<file path="config.mk">
export PLATFORM = sky130hd
export DESIGN_NAME = ascii_field_to_scaled_number_core
export DESIGN_NICKNAME = d
export VERILOG_FILES = /design/src/rtl/afsn_pkg.sv /design/src/rtl/ascii_field_to_scaled_number_core.sv /design/src/rtl/afsn_acc_stage.sv
export SDC_FILE = /design/constraint.sdc
export NUM_CORES = 1
export LEC_CHECK = 0
export BUFFER_PORTS_ARGS = -buffer_cell sky130_fd_sc_hd__buf_2
export CORE_ASPECT_RATIO = 0.75
export CORE_MARGIN = 1
export CORE_UTILIZATION = 40
export CTS_BUF_LIST = sky130_fd_sc_hd__clkbuf_16
export DETAILED_ROUTE_END_ITERATION = 16
export GPL_TIMING_DRIVEN = 0
export PLACE_DENSITY_LB_ADDON = 0.25
export SLEW_MARGIN = 30
export SYNTH_ARGS = -nofsm -noshare
export SYNTH_HDL_FRONTEND = slang
export SYNTH_HIERARCHICAL = 1
export SYNTH_SLANG_ARGS = --single-unit
</file>
<file path="constraint.sdc">
create_clock -name clock -period 7.4 [get_ports clock]
set_clock_uncertainty 0.05 [all_clocks]
set_input_delay 1.48 -clock clock [delete_from_list [all_inputs] [get_ports clock]]
set_output_delay 1.48 -clock clock [all_outputs]
set_load 0.01 [all_outputs]
</file>
<file path="src/rtl/afsn_pkg.sv">
package afsn_pkg;

   // Field geometry
   localparam int FIELD_CHARS      = 8;
   localparam int POS_W            = 3;
   localparam int CNT_W            = 4;
   localparam int DIGITS_PER_STAGE = 2;
   localparam int ACC_STAGES       = FIELD_CHARS / DIGITS_PER_STAGE;

   // Result geometry
   localparam int ACC_W    = 32;
   localparam int MANT_W   = 29;
   localparam int MAG_W    = MANT_W - 1;
   localparam int PLACES_W = 3;
   localparam int D_W      = 5;
   localparam logic [MAG_W-1:0] MANT_LIMIT = 28'd268435455;

   // Characters of interest
   localparam logic [7:0] CH_NUL      = 8'h00;
   localparam logic [7:0] CH_TAB      = 8'h09;
   localparam logic [7:0] CH_CR       = 8'h0D;
   localparam logic [7:0] CH_SPACE    = 8'h20;
   localparam logic [7:0] CH_PLUS     = 8'h2B;
   localparam logic [7:0] CH_MINUS    = 8'h2D;
   localparam logic [7:0] CH_DOT      = 8'h2E;
   localparam logic [7:0] CH_ZERO     = 8'h30;
   localparam logic [7:0] CH_NINE     = 8'h39;
   localparam logic [7:0] CH_HEX_MARK = 8'h3E;
   localparam logic [7:0] CH_UP_A     = 8'h41;
   localparam logic [7:0] CH_UP_F     = 8'h46;
   localparam logic [7:0] CH_UP_X     = 8'h58;
   localparam logic [7:0] CH_LOW_A    = 8'h61;
   localparam logic [7:0] CH_LOW_F    = 8'h66;
   localparam logic [7:0] CH_LOW_X    = 8'h78;

   typedef logic [7:0] char_type;
   typedef logic [3:0] digit_type;

   // Payload carried through the accumulation stages
   typedef struct packed {
      logic [ACC_W-1:0]                    acc;
      digit_type [FIELD_CHARS-1:0]         dv;
      logic [FIELD_CHARS-1:0]              sel;
      logic                                hex;
      logic                                neg;
      logic [PLACES_W-1:0]                 places;
      logic                                bad;
   } acc_pipe_type;

   function automatic logic is_hex_digit(char_type c);
      return (c >= CH_ZERO && c <= CH_NINE) || (c >= CH_LOW_A && c <= CH_LOW_F) ||
             (c >= CH_UP_A && c <= CH_UP_F);
   endfunction

   function automatic digit_type digit_value(char_type c);
      digit_type v;
      v = '0;
      if (c >= CH_ZERO && c <= CH_NINE) begin
         v = digit_type'(c - CH_ZERO);
      end else if (c >= CH_LOW_A && c <= CH_LOW_F) begin
         v = digit_type'(c - CH_LOW_A + 8'd10);
      end else if (c >= CH_UP_A && c <= CH_UP_F) begin
         v = digit_type'(c - CH_UP_A + 8'd10);
      end
      return v;
   endfunction

   function automatic logic is_white(char_type c);
      return (c == CH_SPACE) || (c >= CH_TAB && c <= CH_CR);
   endfunction

endpackage

</file>
<file path="src/rtl/ascii_field_to_scaled_number_core.sv">
// Converts an 8-character ASCII field into a signed mantissa and a count of
// decimal places (value = mantissa / 10^places). One request is taken every
// clock while the chain is not stalled; each accepted request passes through
// a chain of registers: marker/terminator scan, start-of-digits search,
// digit selection with point tracking, four digit-folding stages of two
// characters each, and the sign/saturation output register. A stalled
// result holds the chain only as far back as there are occupied stages, so
// bubbles are squeezed out and a full chain still accepts a request in the
// cycle the result is taken.
module ascii_field_to_scaled_number_core #(
   parameter int MAX_PLACES = 5
) (
   input  logic                                 clock,
   input  logic                                 reset,
   input  logic                                 req_valid,
   output logic                                 req_ready,
   input  logic [7:0]                           req_ch0,
   input  logic [7:0]                           req_ch1,
   input  logic [7:0]                           req_ch2,
   input  logic [7:0]                           req_ch3,
   input  logic [7:0]                           req_ch4,
   input  logic [7:0]                           req_ch5,
   input  logic [7:0]                           req_ch6,
   input  logic [7:0]                           req_ch7,
   output logic                                 rsp_valid,
   input  logic                                 rsp_ready,
   output logic signed [afsn_pkg::MANT_W-1:0]   rsp_mantissa,
   output logic [afsn_pkg::PLACES_W-1:0]        rsp_decimal_places,
   output logic                                 rsp_bad_char
);
   import afsn_pkg::*;

   localparam int STAGES = 3 + ACC_STAGES + 1;
   localparam logic signed [D_W-1:0] D_ONE = D_W'(1);
   localparam logic signed [D_W-1:0] D_MAX = D_W'(MAX_PLACES);

   // Pipeline control
   logic [STAGES-1:0] valid_ff;
   logic [STAGES-1:0] valid_in;
   logic [STAGES-1:0] valid_src;
   logic [STAGES-1:0] adv;

   // Stage 1 registers
   char_type [FIELD_CHARS-1:0] ch_req;
   char_type [FIELD_CHARS-1:0] s1_char_in, s1_char_ff;
   logic [FIELD_CHARS-1:0]     s1_inlen_in, s1_inlen_ff;
   logic                       s1_int_in, s1_int_ff;
   logic                       s1_hex_in, s1_hex_ff;

   // Stage 2 registers
   digit_type [FIELD_CHARS-1:0] s2_dv_in, s2_dv_ff;
   logic [FIELD_CHARS-1:0]      s2_okdig_in, s2_okdig_ff;
   logic [FIELD_CHARS-1:0]      s2_dot_in, s2_dot_ff;
   logic [FIELD_CHARS-1:0]      s2_inlen_ff;
   logic                        s2_int_ff, s2_hex_ff;
   logic                        s2_neg_in, s2_neg_ff;
   logic [CNT_W-1:0]            s2_start_in, s2_start_ff;

   // Stage 3 and accumulation chain
   acc_pipe_type            s3_in, s3_ff;
   logic [FIELD_CHARS-1:0]  s3_sel_c;
   acc_pipe_type            acc_q [ACC_STAGES+1];

   // Output stage
   logic [MAG_W-1:0]           out_mag;
   logic signed [MANT_W-1:0]   rsp_mantissa_in, rsp_mantissa_ff;
   logic [PLACES_W-1:0]        rsp_places_ff;
   logic                       rsp_bad_ff;

   assign ch_req = {req_ch7, req_ch6, req_ch5, req_ch4, req_ch3, req_ch2, req_ch1, req_ch0};

   // Advance a stage when it is empty or its successor advances
   always_comb begin
      adv[STAGES-1] = !valid_ff[STAGES-1] || rsp_ready;
      for (int k = STAGES - 2; k >= 0; k--) begin
         adv[k] = !valid_ff[k] || adv[k+1];
      end
   end

   assign valid_src = {valid_ff[STAGES-2:0], req_valid};
   assign valid_in  = (adv & valid_src) | (~adv & valid_ff);
   assign req_ready = adv[0];

   always_ff @(posedge clock) begin
      if (reset) begin
         valid_ff <= '0;
      end else begin
         valid_ff <= valid_in;
      end
   end

   // Stage 1: find the terminator, note any point, replace the first hex marker
   always_comb begin
      logic run;
      logic mark_seen;
      logic dot_seen;
      run        = 1'b1;
      mark_seen  = 1'b0;
      dot_seen   = 1'b0;
      s1_char_in = ch_req;
      for (int i = 0; i < FIELD_CHARS; i++) begin
         run            = run && (ch_req[i] != CH_NUL);
         s1_inlen_in[i] = run;
         if (run && ch_req[i] == CH_DOT) begin
            dot_seen = 1'b1;
         end
         if (run && !mark_seen && ch_req[i] == CH_HEX_MARK) begin
            s1_char_in[i] = CH_SPACE;
            mark_seen     = 1'b1;
         end
      end
      s1_hex_in = mark_seen;
      s1_int_in = !dot_seen || mark_seen;
   end

   always_ff @(posedge clock) begin
      if (adv[0]) begin
         s1_char_ff  <= s1_char_in;
         s1_inlen_ff <= s1_inlen_in;
         s1_int_ff   <= s1_int_in;
         s1_hex_ff   <= s1_hex_in;
      end
   end

   // Stage 2: classify characters and locate the first digit of the number
   always_comb begin
      logic                   found;
      logic                   skip;
      logic [CNT_W-1:0]       w;
      logic [CNT_W-1:0]       p1;
      logic [CNT_W-1:0]       pn;
      logic [CNT_W-1:0]       q;
      char_type               cw;
      logic [FIELD_CHARS-1:0] xd;
      for (int i = 0; i < FIELD_CHARS; i++) begin
         xd[i]          = is_hex_digit(s1_char_ff[i]);
         s2_dv_in[i]    = digit_value(s1_char_ff[i]);
         s2_okdig_in[i] = xd[i] && (s1_hex_ff || s2_dv_in[i] < 4'd10);
         s2_dot_in[i]   = s1_char_ff[i] == CH_DOT;
      end

      // skip leading white space (integer) or spaces (decimal)
      found = 1'b0;
      w     = CNT_W'(FIELD_CHARS);
      for (int i = 0; i < FIELD_CHARS; i++) begin
         if (s1_int_ff) begin
            skip = s1_inlen_ff[i] && is_white(s1_char_ff[i]);
         end else begin
            skip = s1_char_ff[i] == CH_SPACE;
         end
         if (!found && !skip) begin
            w     = CNT_W'(i);
            found = 1'b1;
         end
      end

      // optional sign
      s2_neg_in = 1'b0;
      p1        = w;
      cw        = s1_char_ff[w[POS_W-1:0]];
      if (w < CNT_W'(FIELD_CHARS)) begin
         if (s1_int_ff) begin
            if (s1_inlen_ff[w[POS_W-1:0]] && (cw == CH_PLUS || cw == CH_MINUS)) begin
               s2_neg_in = cw == CH_MINUS;
               p1        = w + CNT_W'(1);
            end
         end else if (cw == CH_MINUS) begin
            s2_neg_in = 1'b1;
            p1        = w + CNT_W'(1);
         end
      end

      // hex prefix in integer mode, leading zeros in decimal mode
      pn          = p1 + CNT_W'(1);
      q           = p1 + CNT_W'(2);
      s2_start_in = p1;
      if (s1_int_ff) begin
         if (s1_hex_ff && q < CNT_W'(FIELD_CHARS) && s1_inlen_ff[q[POS_W-1:0]] &&
             s1_char_ff[p1[POS_W-1:0]] == CH_ZERO &&
             (s1_char_ff[pn[POS_W-1:0]] == CH_LOW_X ||
              s1_char_ff[pn[POS_W-1:0]] == CH_UP_X) &&
             xd[q[POS_W-1:0]]) begin
            s2_start_in = q;
         end
      end else begin
         found       = 1'b0;
         s2_start_in = CNT_W'(FIELD_CHARS);
         for (int i = 0; i < FIELD_CHARS; i++) begin
            if (CNT_W'(i) >= p1 && !found && s1_char_ff[i] != CH_ZERO) begin
               s2_start_in = CNT_W'(i);
               found       = 1'b1;
            end
         end
      end
   end

   always_ff @(posedge clock) begin
      if (adv[1]) begin
         s2_dv_ff    <= s2_dv_in;
         s2_okdig_ff <= s2_okdig_in;
         s2_dot_ff   <= s2_dot_in;
         s2_inlen_ff <= s1_inlen_ff;
         s2_int_ff   <= s1_int_ff;
         s2_hex_ff   <= s1_hex_ff;
         s2_neg_ff   <= s2_neg_in;
         s2_start_ff <= s2_start_in;
      end
   end

   // Stage 3: select the digits, track the point, flag an early stop
   always_comb begin
      logic                    run;
      logic                    bad;
      logic [CNT_W-1:0]        stop;
      logic signed [D_W-1:0]   d;
      run      = 1'b1;
      stop     = CNT_W'(FIELD_CHARS);
      d        = '0;
      s3_sel_c = '0;
      for (int i = 0; i < FIELD_CHARS; i++) begin
         if (CNT_W'(i) >= s2_start_ff && run) begin
            if (s2_int_ff) begin
               if (s2_inlen_ff[i] && s2_okdig_ff[i]) begin
                  s3_sel_c[i] = 1'b1;
               end else begin
                  run = 1'b0;
               end
            end else if (s2_okdig_ff[i]) begin
               s3_sel_c[i] = 1'b1;
            end else if (s2_dot_ff[i]) begin
               d = D_W'(FIELD_CHARS - 1 - i);
            end else begin
               run  = 1'b0;
               stop = CNT_W'(i);
            end
         end
      end
      bad = !s2_int_ff && !run;
      // an early stop pulls the point back by the unread characters
      if (bad && d != '0) begin
         d = d - $signed(D_W'(FIELD_CHARS) - D_W'(stop));
      end
      s3_in.acc    = '0;
      s3_in.dv     = s2_dv_ff;
      s3_in.sel    = s3_sel_c;
      s3_in.hex    = s2_hex_ff;
      s3_in.neg    = s2_neg_ff;
      s3_in.bad    = bad;
      s3_in.places = (d >= D_ONE && d <= D_MAX) ? d[PLACES_W-1:0] : '0;
   end

   always_ff @(posedge clock) begin
      if (adv[2]) begin
         s3_ff <= s3_in;
      end
   end

   assign acc_q[0] = s3_ff;

   // Stages 4 to 7: fold two characters per stage
   for (genvar g = 0; g < ACC_STAGES; g++) begin : g_acc
      afsn_acc_stage #(
         .FIRST(g * DIGITS_PER_STAGE)
      ) u_acc_stage (
         .clock (clock),
         .load  (adv[3 + g]),
         .d_in  (acc_q[g]),
         .q_ff  (acc_q[g + 1])
      );
   end

   // Output stage: saturate, apply the sign
   always_comb begin
      if (acc_q[ACC_STAGES].acc > ACC_W'(MANT_LIMIT)) begin
         out_mag = MANT_LIMIT;
      end else begin
         out_mag = acc_q[ACC_STAGES].acc[MAG_W-1:0];
      end
      if (acc_q[ACC_STAGES].neg) begin
         rsp_mantissa_in = -$signed({1'b0, out_mag});
      end else begin
         rsp_mantissa_in = $signed({1'b0, out_mag});
      end
   end

   always_ff @(posedge clock) begin
      if (adv[STAGES-1]) begin
         rsp_mantissa_ff <= rsp_mantissa_in;
         rsp_places_ff   <= acc_q[ACC_STAGES].places;
         rsp_bad_ff      <= acc_q[ACC_STAGES].bad;
      end
   end

   assign rsp_valid          = valid_ff[STAGES-1];
   assign rsp_mantissa       = rsp_mantissa_ff;
   assign rsp_decimal_places = rsp_places_ff;
   assign rsp_bad_char       = rsp_bad_ff;

   // Integer-mode digits form one unbroken run
   a_int_run_contiguous : assert property (@(posedge clock) disable iff (reset)
      valid_ff[1] && s2_int_ff |-> ((s3_sel_c + (s3_sel_c & -s3_sel_c)) & s3_sel_c) == '0)
      else $error("integer digit selection has a gap");

   // Scale stays within the configured number of places
   a_places_range : assert property (@(posedge clock) disable iff (reset)
      rsp_valid |-> rsp_decimal_places <= PLACES_W'(MAX_PLACES))
      else $error("decimal places beyond limit");

   // Saturation never yields the most negative code
   a_mant_range : assert property (@(posedge clock) disable iff (reset)
      rsp_valid |-> rsp_mantissa != {1'b1, {MAG_W{1'b0}}})
      else $error("mantissa outside saturation range");

   // A blocked middle stage keeps its request
   a_stage_hold : assert property (@(posedge clock) disable iff (reset)
      valid_ff[2] && !adv[2] |=> valid_ff[2] && $stable(acc_q[0]))
      else $error("stalled request lost or altered");

endmodule

</file>
<file path="src/rtl/afsn_acc_stage.sv">
module afsn_acc_stage #(
   parameter int FIRST = 0
) (
   input  logic                   clock,
   input  logic                   load,
   input  afsn_pkg::acc_pipe_type d_in,
   output afsn_pkg::acc_pipe_type q_ff
);
   import afsn_pkg::*;

   acc_pipe_type q_in;

   // Fold this stage's digit positions into the running value
   always_comb begin
      q_in = d_in;
      for (int k = 0; k < DIGITS_PER_STAGE; k++) begin
         if (d_in.sel[FIRST + k]) begin
            if (d_in.hex) begin
               q_in.acc = {q_in.acc[ACC_W-5:0], d_in.dv[FIRST + k]};
            end else begin
               q_in.acc = (q_in.acc << 3) + (q_in.acc << 1) + ACC_W'(d_in.dv[FIRST + k]);
            end
         end
      end
   end

   // Hold while the next stage is blocked
   always_ff @(posedge clock) begin
      if (load) begin
         q_ff <= q_in;
      end
   end

endmodule
</file>
Word-level counts from Yosys, hierarchy flattened
Cells that the tools add are included.
- latch bits: 0
- output and inout bits: 35
- memories: 0
- memory bits (writable): 0
- register bits after elaboration: 447
- input bits: 68
- bits in read-only memories: 0
- mux-type cells: 251
- $add $sub $neg: 60
- eq/ne operators: 45
- reductions and logical operators: 214
- bitwise logic cells: 4
- $lt $le $gt $ge: 97
- divide/modulo/power cells: 0
- multipliers: 0
- shift-type cells: 0
- operator list (operator ; count):
    32-bit 2-to-1 mux ; 14
    4-bit 2-to-1 mux ; 79
    8-bit by 6-bit equality test with 1-bit output, second input constant ; 35
    32-bit adder ; 7
    32-bit by 4-bit adder with 32-bit output ; 7
    5-bit 2-to-1 mux ; 29
    8-bit by 7-bit greater-or-equal comparator with 1-bit output, second input constant ; 16
    8-bit by 7-bit <= comparator with 1-bit output, second input constant ; 16
    1-bit logical AND ; 124
    1-bit 2-to-1 mux ; 114
    4-bit by 1-bit subtractor with 4-bit output, second input constant ; 24
    8-bit binary-select mux with 3-bit select ; 3
    4-bit adder, second input constant ; 16
    8-bit by 4-bit greater-or-equal comparator with 1-bit output, second input constant ; 8
    8-bit by 6-bit greater-or-equal comparator with 1-bit output, second input constant ; 8
    8-bit by 4-bit <= comparator with 1-bit output, second input constant ; 8
    8-bit by 6-bit <= comparator with 1-bit output, second input constant ; 8
    8-bit by 6-bit inequality test with 1-bit output, second input constant ; 8
    8-bit nonzero test ; 8
    28-bit 2-to-1 mux ; 2
    1-bit logical OR ; 43
    4-bit less-than comparator, second input constant ; 10
    1-bit zero test ; 38
    3-bit by 4-bit greater-or-equal comparator with 1-bit output, first input constant ; 8
    other kinds (20) ; 38

Depth between registers and ports, before layout
- depth in word-level cells: 73
- gate-level depth with buffers: 28
- mapped depth without buffers: 27

Hierarchy
The synthesis kept the hierarchy.
- modules (own cells, without submodules) (module ; area each (µm²) ; cells each ; instances):
    afsn_acc_stage at g_acc[0].u_acc_stage ... ; 7335.8 ; 796 ; 3
    ascii_field_to_scaled_number_core ; 13137.6 ; 1254 ; 1
    afsn_acc_stage at g_acc[2].u_acc_stage ; 7593.5 ; 837 ; 1

Worst setup path before layout
No wires, ideal clock.
- kind: in2out
- start: input rsp_ready
- end: output req_ready
- data required time: 5870 ps
- slack: 331 ps
- data arrival time: 5539 ps
- stages on the path: 6
- path through: nor2b_1 -> and2_1 -> and3_1 -> clkbuf_1 -> nand4_1 -> or2_2
- longest elaborated chain between the ends: 8
- RTL lines (what ; line ; RTL):
    start: declaration ; ascii_field_to_scaled_number_core.sv:26 ; input logic rsp_ready,
    1-bit logical OR ; ascii_field_to_scaled_number_core.sv:74 ; adv[STAGES-1] = !valid_ff[STAGES-1] || rsp_ready;
    1-bit logical OR (7 in a row) ; ascii_field_to_scaled_number_core.sv:76 ; adv[k] = !valid_ff[k] || adv[k+1];
    end: declaration ; ascii_field_to_scaled_number_core.sv:16 ; output logic req_ready,
No other way between the ends.

Final worst setup path
- start: register s1_char_ff[1] in the netlist's numbering
- end: register s2_start_ff[2], data pin
- longest elaborated chain between the ends: 72
- RTL lines (what ; line ; RTL):
    start: declaration ; ascii_field_to_scaled_number_core.sv:45 ; char_type [FIELD_CHARS-1:0] s1_char_in, s1_char_ff;
    start signal: assignment ; ascii_field_to_scaled_number_core.sv:118 ; s1_char_ff <= s1_char_in;
    8-bit by 4-bit greater-or-equal comparator with 1-bit output / 8-bit by 4-bit <= comparator with 1-bit output (equally long branches) ; afsn_pkg.sv:69 ; return (c == CH_SPACE) || (c >= CH_TAB && c <= CH_CR);
    1-bit logical AND ; afsn_pkg.sv:69 ;
    1-bit logical OR ; afsn_pkg.sv:69 ;
    1-bit logical AND ; ascii_field_to_scaled_number_core.sv:147 ; skip = s1_inlen_ff[i] && is_white(s1_char_ff[i]);
    1-bit 2-to-1 mux ; ascii_field_to_scaled_number_core.sv:146 ; if (s1_int_ff) begin
    1-bit 2-to-1 mux / 1-bit logical AND (equally long branches) ; ascii_field_to_scaled_number_core.sv:151 ; if (!found && !skip) begin
    1-bit 2-to-1 mux ; ascii_field_to_scaled_number_core.sv:151 ;
    1-bit zero test ; ascii_field_to_scaled_number_core.sv:151 ;
    [55 not listed] ; - ;
    1-bit logical AND (2 in a row) ; ascii_field_to_scaled_number_core.sv:189 ; if (CNT_W'(i) >= p1 && !found && s1_char_ff[i] != CH_ZERO) begin
    1-bit 2-to-1 mux ; ascii_field_to_scaled_number_core.sv:189 ;
    1-bit 2-to-1 mux ; ascii_field_to_scaled_number_core.sv:177 ; if (s1_int_ff) begin
    1-bit zero test ; ascii_field_to_scaled_number_core.sv:189 ;
    1-bit logical AND (2 in a row) ; ascii_field_to_scaled_number_core.sv:189 ;
    4-bit 2-to-1 mux ; ascii_field_to_scaled_number_core.sv:189 ;
    4-bit 2-to-1 mux * ; ascii_field_to_scaled_number_core.sv:177 ;
    via s2_start_in[2] ; ascii_field_to_scaled_number_core.sv:57 ; logic [CNT_W-1:0] s2_start_in, s2_start_ff;
    end signal: assignment ; ascii_field_to_scaled_number_core.sv:206 ; s2_start_ff <= s2_start_in;
    end: declaration ; ascii_field_to_scaled_number_core.sv:57 ;
The timed path passes the listed nets; every way through them passes the cells marked *. The select of a mux whose other input is x is not followed.
A chain may end at the register's enable or synchronous reset.

==> reports/summary.txt <==
crit path time final = 7.11 ns
Avg Cell Area, Syn = 9.07 um2
element type at the critical path end = flop
Initial Util = 40.6%
share of post-route cells with drive strength above 1 = 7.72%
DRT antenna net count = 0
Slowest-stage cell, CP = or4_4
fin nets = 5268
Vias = 34000
Max Clock Freq = 141 MHz
vias in the first global route = 31100
fillers = 9714
commonest non-fill, non-tap cells in the layout = ha_1 (503), nor2_1 (489), a21oi_1 (448), edfxtp_1 (427), nand2_1 (317)
Inserted Clock Buffers = 45
relative slew slack = 33.0%
period utilisation layout = 96.0%
crit path max fanout = 7
residual DRC count = 0
final setup margin = 0.293 ns
most common cell after layout, fill and taps aside = ha_1
largest net degree at the start of global routing = 52
Slew Viols, Final = 0
clk root buf = clkbuf_16
initial antenna violation count = 0
DP HPWL = 88800 um
Via density = 5.64
worst path buffer plus inverter count = 3
IR drop worst, VDD = 0.000152 V
count of final setup violators = 0
Worst-Skew Late Latency = 0.59 ns
Crit path max-delay family = compound AO/OA/AOI/OAI gates
RD Place Congestion = 0.961
core area = 97900 um2
routed wire length = 111000 um
Clock Path Buffers = 3
critical path type = reg -> reg
gr usage total = 21.4%
die footprint = 101000 um2
path category of the worst min-delay check = reg -> reg
maxcap violations = 0
CTS Hold Bufs = 0
TritonCTS clock tree = done
io pins = 103
die height = 275 um
Arr. time, crit path = 7.39 ns
DRT iter0 DRCs = 3358
status = completed
global-route wire length before repair = 174000 um
pwr dens = 197 nW/um2
input/output buffers = 101
H-tree depth = 2
Placement Setup Slack = -0.388 ns
Layout area overhead = 11.3%
Hold WS = 0.362 ns
# diodes = 0
post-synthesis cell area = 39700 um2
Avg WL per Cell = 18.3 um
Critical Path Start Type = flop
Die Wd = 366 um
TritonRoute pass-1 iters = 6
clock slew at reported path FFs = 0.06 ns
Worst-Margin Slew = 1.00 ns
Leakage = 0.0192 uW
# clock sinks = 435
Worst Path Required = 7.68 ns
Mapped Cells = 4378
Yosys warning total = 6
Placed Area = 42600 um2
design area = 44200 um2
global route overflow = 0
max incr delay on CP = 0.58 ns
FP Rows = 99
final hold vios = 0
metal layers:
metal  GRT usage [%]  wire, um  part of all wire, %
met1            34.0     57100                   52
met2            29.2     42000                   38
met3            3.98      9630                  8.7
met4            4.33      1880                  1.7
met5               0         0                    0
registers in the layout, summed over array words and instances (netlist names), 3 cells and up, named ones only:
signal / cells
g_acc.u_acc_stage/q_ff: 211
s1_char_ff: 64
acc_q: 46
s2_dv_ff: 32
rsp_mantissa: 29
s1_inlen_ff: 8
s2_dot_ff: 8
s2_inlen_ff: 8
s2_okdig_ff: 8
s2_start_ff: 4
rsp_decimal_places: 3
final timing paths:
check | startpoint | slack [ns] | to | depth (start not counted)
worst max-delay path | s1_char_ff[1]$_SDFFCE_PP0N_ | 0.29 | s2_start_ff[2]$_DFFE_PN_ | 27
worst min-delay path | g_acc[1].u_acc_stage/q_ff[42]$_DFFE_PP_ | 0.36 | g_acc[2].u_acc_stage/q_ff[42]$_DFFE_PP_ | 0
worst max register to register | s1_char_ff[1]$_SDFFCE_PP0N_ | 0.29 | s2_start_ff[2]$_DFFE_PN_ | 27
worst min register to register | g_acc[1].u_acc_stage/q_ff[42]$_DFFE_PP_ | 0.36 | g_acc[2].u_acc_stage/q_ff[42]$_DFFE_PP_ | 0
area by class of cell:
cell class | instances | area, um2 | share of cell area (%)
clock inverters | 37 | 295 | 0.668
plain buffers | 197 | 947 | 2.14
well taps | 1313 | 1640 | 3.72
repair buffers | 120 | 728 | 1.65
clock buffers | 45 | 1130 | 2.55
flip-flops and latches | 435 | 13000 | 29.4
multi-input cells | 3688 | 25700 | 58.3
inverters | 192 | 723 | 1.64
metrics by stage:
stage,cells,power [uW],util [%],setup TNS [ns]
2_1_floorplan,4513,5670,-,0
3_3_place_gp,5927,6390,43.3,-13.78
5_1_grt,6027,9290,45.2,-0.00235
6_report,6027,8700,45.2,0
4_1_cts,6022,8650,45.0,0
3_5_place_dp,5936,6400,43.5,-0.713
timing repair:
action / in CTS / in global routing
setup endpoints to repair: 2 / 2
gates cloned: 0 / 0
resized for setup: 7 / 16
pin swaps: 2 / 4
buffers inserted: 4 / 6
power by group:
part	switching [uW]	total, uW	internal, uW
sequential	155	2990	2830
clock	979	2200	1220
combinational	2040	3510	1470
total	3180	8700	5520
(Power assumes the default switching activity.)
